File: src/hw/rtl/tlife_pkg.sv
// ============================================================================
// tlife_pkg
// Shared sizes, operation codes and the row memory request bundle for the
// toroidal life automaton.
// ============================================================================
package tlife_pkg;

    // grid bounds and field widths
    localparam int MAX_ROWS = 64;
    localparam int MAX_COLS = 64;
    localparam int ROW_W    = 6;
    localparam int COL_W    = 6;
    localparam int SIZE_W   = 7;
    localparam int CNT_W    = 4;
    localparam int CFG_IDX_W = 2;

    // operation codes of an input beat
    typedef enum logic [1:0] {
        OP_WRITE   = 2'd0,
        OP_READ    = 2'd1,
        OP_ADVANCE = 2'd2,
        OP_NONE    = 2'd3
    } op_t;

    // configuration register indexes
    localparam logic [CFG_IDX_W-1:0] REG_ROW_COUNT = 2'd0;
    localparam logic [CFG_IDX_W-1:0] REG_COL_COUNT = 2'd1;

    // one row of cells
    typedef logic [MAX_COLS-1:0] row_bits_t;

    // request to the row memory
    typedef struct packed {
        logic             rd_en;
        logic [ROW_W-1:0] rd_addr;
        logic             wr_en;
        logic [ROW_W-1:0] wr_addr;
        row_bits_t        wr_data;
    } mem_req_t;

    // clamp a size register to 1..bound
    function automatic logic [SIZE_W-1:0] clamp_size(input logic [SIZE_W-1:0] v,
                                                     input logic [SIZE_W-1:0] bound);
        logic [SIZE_W-1:0] r;
        if (v == '0) begin
            r = SIZE_W'(1);
        end
        else if (v > bound) begin
            r = bound;
        end
        else begin
            r = v;
        end
        return r;
    endfunction

endpackage

File: src/hw/rtl/tlife_cell_unit.sv
// ============================================================================
// tlife_cell_unit
// Shared neighbour counter and B3/S23 rule for one cell, taken from three
// buffered rows with the column wrapped at the grid width.
// ============================================================================
module tlife_cell_unit (
    input  tlife_pkg::row_bits_t            prev_row,
    input  tlife_pkg::row_bits_t            cur_row,
    input  tlife_pkg::row_bits_t            next_row,
    input  logic [tlife_pkg::COL_W-1:0]     col,
    input  logic [tlife_pkg::SIZE_W-1:0]    col_size,
    output logic                            centre,
    output logic [tlife_pkg::CNT_W-1:0]     live_count,
    output logic                            next_alive
);

    logic [tlife_pkg::COL_W-1:0]  col_m;
    logic [tlife_pkg::COL_W-1:0]  col_p;
    logic [tlife_pkg::SIZE_W-1:0] col_inc;

    // wrapped column neighbours
    always_comb
    begin
        col_inc = {1'b0, col} + tlife_pkg::SIZE_W'(1);
        col_m   = (col == '0) ? tlife_pkg::COL_W'(col_size - tlife_pkg::SIZE_W'(1))
                              : col - tlife_pkg::COL_W'(1);
        col_p   = (col_inc == col_size) ? '0 : tlife_pkg::COL_W'(col_inc);
    end

    // eight neighbour sum
    always_comb
    begin
        live_count = tlife_pkg::CNT_W'(prev_row[col_m]) + tlife_pkg::CNT_W'(prev_row[col])
                   + tlife_pkg::CNT_W'(prev_row[col_p]) + tlife_pkg::CNT_W'(cur_row[col_m])
                   + tlife_pkg::CNT_W'(cur_row[col_p])  + tlife_pkg::CNT_W'(next_row[col_m])
                   + tlife_pkg::CNT_W'(next_row[col])   + tlife_pkg::CNT_W'(next_row[col_p]);
    end

    // birth on three, survival on two or three
    assign centre     = cur_row[col];
    assign next_alive = (live_count == tlife_pkg::CNT_W'(3))
                     || (centre && (live_count == tlife_pkg::CNT_W'(2)));

endmodule
File: config.mk
export PLATFORM = sky130hd
export DESIGN_NAME = tlife_cell_unit
export DESIGN_NICKNAME = d
export VERILOG_FILES = /design/src/hw/rtl/tlife_pkg.sv /design/src/hw/rtl/tlife_cell_unit.sv
export SDC_FILE = /design/constraint.sdc
export NUM_CORES = 1
export LEC_CHECK = 0
export BUFFER_PORTS_ARGS = -buffer_cell sky130_fd_sc_hd__buf_2
export CAP_MARGIN = 20
export CORE_UTILIZATION = 50
export DETAILED_ROUTE_END_ITERATION = 8
export PLACE_DENSITY = 0.78
export RECOVER_POWER = 25
export SYNTH_ARGS = -nofsm -noshare
export SYNTH_HDL_FRONTEND = slang
export SYNTH_SLANG_ARGS = --single-unit
File: constraint.sdc
create_clock -name vclk -period 43.2
set_input_delay 12.96 -clock vclk [all_inputs]
set_output_delay 12.96 -clock vclk [all_outputs]
set_load 0.005 [all_outputs]
# After elaboration in Yosys (flattened, before gate mapping)
# Index checks and enable logic that the tools add are counted.
# totals
wordCells	39
inputBits	205
regBits	0
# op_classes
n_reduce_logical	3
eq_ne	3
muxes	20
n_lt_le_gt_ge	3
add_sub_neg	10
# ops
operator	n
binary-select mux 1 bit (select 6 bit)	9
less-than comparator 6 x 7 -> 1 bit (second input constant)	3
adder 4 x 1 -> 4 bit	4
two-way mux 6 bit	2
subtractor 6 x 1 -> 6 bit (second input constant)	2
two-way mux 1 bit	9
equality test 4 x 2 -> 1 bit (second input constant)	2
adder 6 x 1 -> 7 bit (second input constant)	1
equality test 7 bit	1
zero test 6 bit	1
adder 3 x 1 -> 4 bit	1
adder 2 x 1 -> 3 bit	1
adder 1 x 1 -> 2 bit	1
logical AND 1 bit	1
logical OR 1 bit	1

# Logic depth before layout (Yosys ltp)
# depth
ltp_word	14
ltp_mapped	32
ltp_nobuf	24

# Least setup slack after synthesis
# No wires, ideal clock.
# synth_path
path_kind	input -> output
startpoint	input col[0] (netlist name)
endpoint	output next_alive
t_required_ns	30.240
path_stages	30
setup_slack_ns	9.928
t_arrival_ns	20.312
cell_sequence	buf_2 -> buf_2 -> inv_1 -> clkbuf_1 -> buf_1 -> ha_1 -> or4b_4 -> nor2_4 -> mux2i_1 -> buf_6 -> buf_6 -> buf_6 -> ha_1 -> clkbuf_1 -> clkbuf_1 -> mux4_2 -> mux2i_1 -> mux2_2 -> mux4_2 -> fa_1 -> inv_1 -> fa_1 -> inv_1 -> fa_1 -> inv_1 -> ha_1 -> inv_1 -> fa_1 -> xnor2_1 -> nor4_1
# synth_between
elab_chain_cells	14
# synth_lines
item	line_no	source
from (decl)	tlife_cell_unit.sv:10	input logic [tlife_pkg::COL_W-1:0] col,
adder 6 x 1 -> 7 bit, or another cell as far along	tlife_cell_unit.sv:24	col_inc = {1'b0, col} + tlife_pkg::SIZE_W'(1);
equality test 7 bit or two-way mux 6 bit (tied branches)	tlife_cell_unit.sv:27, tlife_cell_unit.sv:25	
two-way mux 6 bit or binary-select mux 1 bit (select 6 bit) (tied branches)	tlife_cell_unit.sv:27, tlife_cell_unit.sv:33	
binary-select mux 1 bit (select 6 bit) or two-way mux 1 bit (tied branches)	tlife_cell_unit.sv:34, tlife_cell_unit.sv:33	
two-way mux 1 bit (not written as such) or adder 1 x 1 -> 2 bit (tied branches)	tlife_cell_unit.sv:34, tlife_cell_unit.sv:33	
adder 2 x 1 -> 3 bit	tlife_cell_unit.sv:34	+ tlife_pkg::CNT_W'(prev_row[col_p]) + tlife_pkg::CNT_W'(cur_row[col_m])
adder 3 x 1 -> 4 bit	tlife_cell_unit.sv:34	
adder 4 x 1 -> 4 bit (2 in a row)	tlife_cell_unit.sv:35	+ tlife_pkg::CNT_W'(cur_row[col_p]) + tlife_pkg::CNT_W'(next_row[col_m])
adder 4 x 1 -> 4 bit	tlife_cell_unit.sv:36	+ tlife_pkg::CNT_W'(next_row[col]) + tlife_pkg::CNT_W'(next_row[col_p]);
adder 4 x 1 -> 4 bit (*)	tlife_cell_unit.sv:36	
net live_count (one bit)	tlife_cell_unit.sv:13	output logic [tlife_pkg::CNT_W-1:0] live_count,
equality test 4 x 2 -> 1 bit	tlife_cell_unit.sv:42	|| (centre && (live_count == tlife_pkg::CNT_W'(2)));
logical AND 1 bit	tlife_cell_unit.sv:42	
logical OR 1 bit (*)	tlife_cell_unit.sv:42	
to (decl)	tlife_cell_unit.sv:14	output logic next_alive
# The timed path passes the listed nets; every way through them passes the cells marked *. The select of a mux whose other input is x is not followed.

# Final worst setup path
# layout_path
startpoint	input col[0] (netlist name)
endpoint	output next_alive
# layout_between
elab_chain_cells	14
# layout_lines
item	line_no
adder 6 x 1 -> 7 bit, or another cell as far along	tlife_cell_unit.sv:24
equality test 7 bit or two-way mux 6 bit (tied branches)	tlife_cell_unit.sv:27, tlife_cell_unit.sv:25
two-way mux 6 bit or binary-select mux 1 bit (select 6 bit) (tied branches)	tlife_cell_unit.sv:27, tlife_cell_unit.sv:33
binary-select mux 1 bit (select 6 bit) or two-way mux 1 bit (tied branches)	tlife_cell_unit.sv:34, tlife_cell_unit.sv:33
two-way mux 1 bit (not written as such) or adder 1 x 1 -> 2 bit (tied branches)	tlife_cell_unit.sv:34, tlife_cell_unit.sv:33
adder 2 x 1 -> 3 bit	tlife_cell_unit.sv:34
adder 3 x 1 -> 4 bit	tlife_cell_unit.sv:34
adder 4 x 1 -> 4 bit (2 in a row)	tlife_cell_unit.sv:35
adder 4 x 1 -> 4 bit (2 in a row)	tlife_cell_unit.sv:36
equality test 4 x 2 -> 1 bit	tlife_cell_unit.sv:42
logical AND 1 bit	tlife_cell_unit.sv:42
logical OR 1 bit (*)	tlife_cell_unit.sv:42
# Mark *: on every way between the ends. The rest lies on a longest branch, timed or not. The select of a mux whose other input is x is not followed.

==> flow_metrics.py <==
metrics = {
    "outcome": {
        "outcome": "finished, violations left",
        "violations": "capacitance limit, slew limit",
    },
    "yosys": {
        "synthTopCellsByCount": "mux4_2 (126), mux2i_1 (83), nand2_1 (32), clkbuf_1 (27), nor2_1 (26)",
        "syn_area_per_cell_sq_um": 10.7,
        "post-synth-top-count-cell": "mux4_2",
        "synth_area_sq_um": 5780,
        "yosysTopAreaCell": "mux4_2",
        "yosys.area_share.simple": 0.0896,
        "synth.area.top_cells": "mux4_2 (49%), mux2i_1 (14%), mux2_2 (2.9%)",
        "synth_cells": 539,
        "synth_xor_area_frac": 0.0338,
        "netlist-cell-type-count": 55,
        "yosys-mux-area-fraction": 0.664,
        "synth_seq_area_share": 0,
        "synth_nets": 754,
        "yosys_warnings": 0,
        "synth_top_area_share": 0.491,
        "synth_top_family_by_area": "multiplexers",
        "synth_fa_ha_area_frac": 0.0268,
        "synth_compound_area_frac": 0.128,
    },
    "timing": {
        "post-route-min-period_ns": 36.85,
        "fin_setup_tns_ns": 0,
        "tightest_slew_ns": 3.89,
        "fin_ws_ns": 6.35,
        "slew_viol_final": 61,
        "fmaxAchievable_mhz": 27.1,
        "rsz0062_at_grt": "no",
        "timing.slew.headroom": -1.59,
        "period_share": 0.853,
        "finalHoldViolations": 0,
        "finalSetupViolations": 0,
    },
    "global_route": {
        "grt_pass1_vias": 6103,
        "grt_use_total": 0.352,
        "grt_pass1_wl_mm": 32.4,
        "grt_max_degree": 61,
        "grt-ovfl-total": 0,
        "antenna_found_initial": 0,
    },
    "drt": {
        "num_vias": 6213,
        "routed_via_density": 7.36,
        "drt-initial-drc-count": 744,
        "final_antenna_net_count": 0,
        "drc": 0,
        "post_drt_wl_per_cell_um": 24.9,
        "drt_first_pass_iters": 5,
        "routed_wl_mm": 21.0,
    },
    "clock_tree": {
        "ctsHoldBuffers": 0,
        "postCtsSetupRepairBufs": 0,
        "cts_resized": 0,
    },
    "die": {
        "die_y_um": 110,
        "die_x_um": 110,
        "initial_core_util": 0.524,
        "rows": 38,
        "io-pin-count": 211,
        "dieArea_sq_um": 12000,
        "coreArea_sq_um": 11000,
    },
    "layout": {
        "layout.nets": 921,
        "nFillCells": 924,
        "multi_input_area_sq_um": 5480,
        "final_util": 0.622,
        "drive_gt1_frac": 0.526,
        "area_growth_pct": 18.6,
        "n_antenna_cell": 0,
        "num-clock-buffers": 0,
        "final_cells": 844,
        "seq_cells": 0,
        "regArea_sq_um": 0,
    },
    "placement": {
        "dpl.hpwl_mm": 15.9,
        "post-place-ws_ns": 9.27,
        "port_buffers": 211,
        "dpl.cell_count": 844,
        "gp_congestion": 0.974,
    },
    "worst_setup_path": {
        "crit_arrival_ns": 23.89,
        "critPathLaunchType": "input pin",
        "critPathCaptureType": "output port",
        "crit_required_ns": 30.24,
        "critPathKind": "input pin to output port",
        "cp_max_fo": 60,
    },
    "power_and_ir_drop": {
        "ir_drop_mv": 0.0503,
        "p_leak_nw": 2.84,
        "power.total_uw": 126,
        "power.density_nw_per_um2": 18.4,
    },
    "flow_run": {
        "cap_viol_max_count": 1,
    },
    "min_path": {
        "hold_class": "input pin to output port",
    },
}
## layout make-up
class,instances,share of cell area
timing repair buffer,223,0.167
inverter,17,0.00930
tap,140,0.0255
multi-input combinational,464,0.798
## metal layers
| metal | global-route usage | wire length, um | vias up |
|---|---|---|---|
| met5 | 0 | 0 | - |
| met3 | 0.0468 | 2300 | 57 |
| li1 | - | - | 2633 |
| met4 | 0.119 | 625 | 0 |
| met2 | 0.576 | 10300 | 447 |
| met1 | 0.484 | 7790 | 3076 |
## logic make-up (layout without fill, tap and decap cells)
family,Yosys count,count (layout)
buffers and inverters,75,240
and+or+nand+nor,107,107
muxes,224,224
AOI/OAI and AO/OA,104,104
adders and majority gates,10,10
xor gates and xnor gates,19,19
## final timing paths
kind	start	end	slack, ns	cells past startpoint
worst max-delay path	col[0]	next_alive	6.35	26
worst min-delay path	col[5]	centre	26.56	3
## report_power, final
part | total [mW] | leakage [nW] | switching (mW) | internal, mW
clock network | 0 | 0 | 0 | 0
registers | 0 | 0 | 0 | 0
logic | 0.126 | 2.84 | 0.0630 | 0.0633
## per-stage QoR
stage / cell area, sq um / hold WS (ns)
final: 6860 / 26.56
after global placement: 6860 / 26.55
after CTS: 6860 / 26.55
after global routing: 6860 / 26.57
after detailed placement: 6860 / 26.55
after floorplan: 5780 / 26.31
## worst max-delay path: stages
cell and delay, ns:
clkbuf_1 2.70, inv_1 1.53, ha_2 0.57, or4b_4 0.22, nor2_4 0.06, mux2i_4 0.17
buf_4 0.53, ha_2 0.33, nor3b_1 0.26, o311ai_0 0.18, o21ai_1 0.45, buf_4 0.31
mux4_2 0.52, a221oi_1 0.39, fa_1 0.45, inv_1 0.07, fa_1 0.41, inv_1 0.08
fa_1 0.40, inv_1 0.07, ha_1 0.15, inv_1 0.06, fa_1 0.43, xnor2_1 0.16
nor4_1 0.24, buf_2 0.15
## placed cells by master, fill, tap and decap left out, types with 5 or more instances in the layout
cell type  Yosys  final
nand4_1        5      5
nand2_1       32     32
a31oi_1        5      5
mux2_2        15     15
nand3_1        9      9
mux2i_1       83     82
buf_2         10    210
a21oi_1       21     21
o211ai_1       5      5
nor3_1         9      9
nor2b_1        7      7
xnor2_1       12     11
mux4_2       126    126
o21ai_0       15     15
nor2_1        26     26
and3_1         5      5
o22ai_1        6      6
buf_4          0     12
a211oi_1       6      6
inv_1         15     15
No activity file was read; power rests on OpenSTA's default activity.
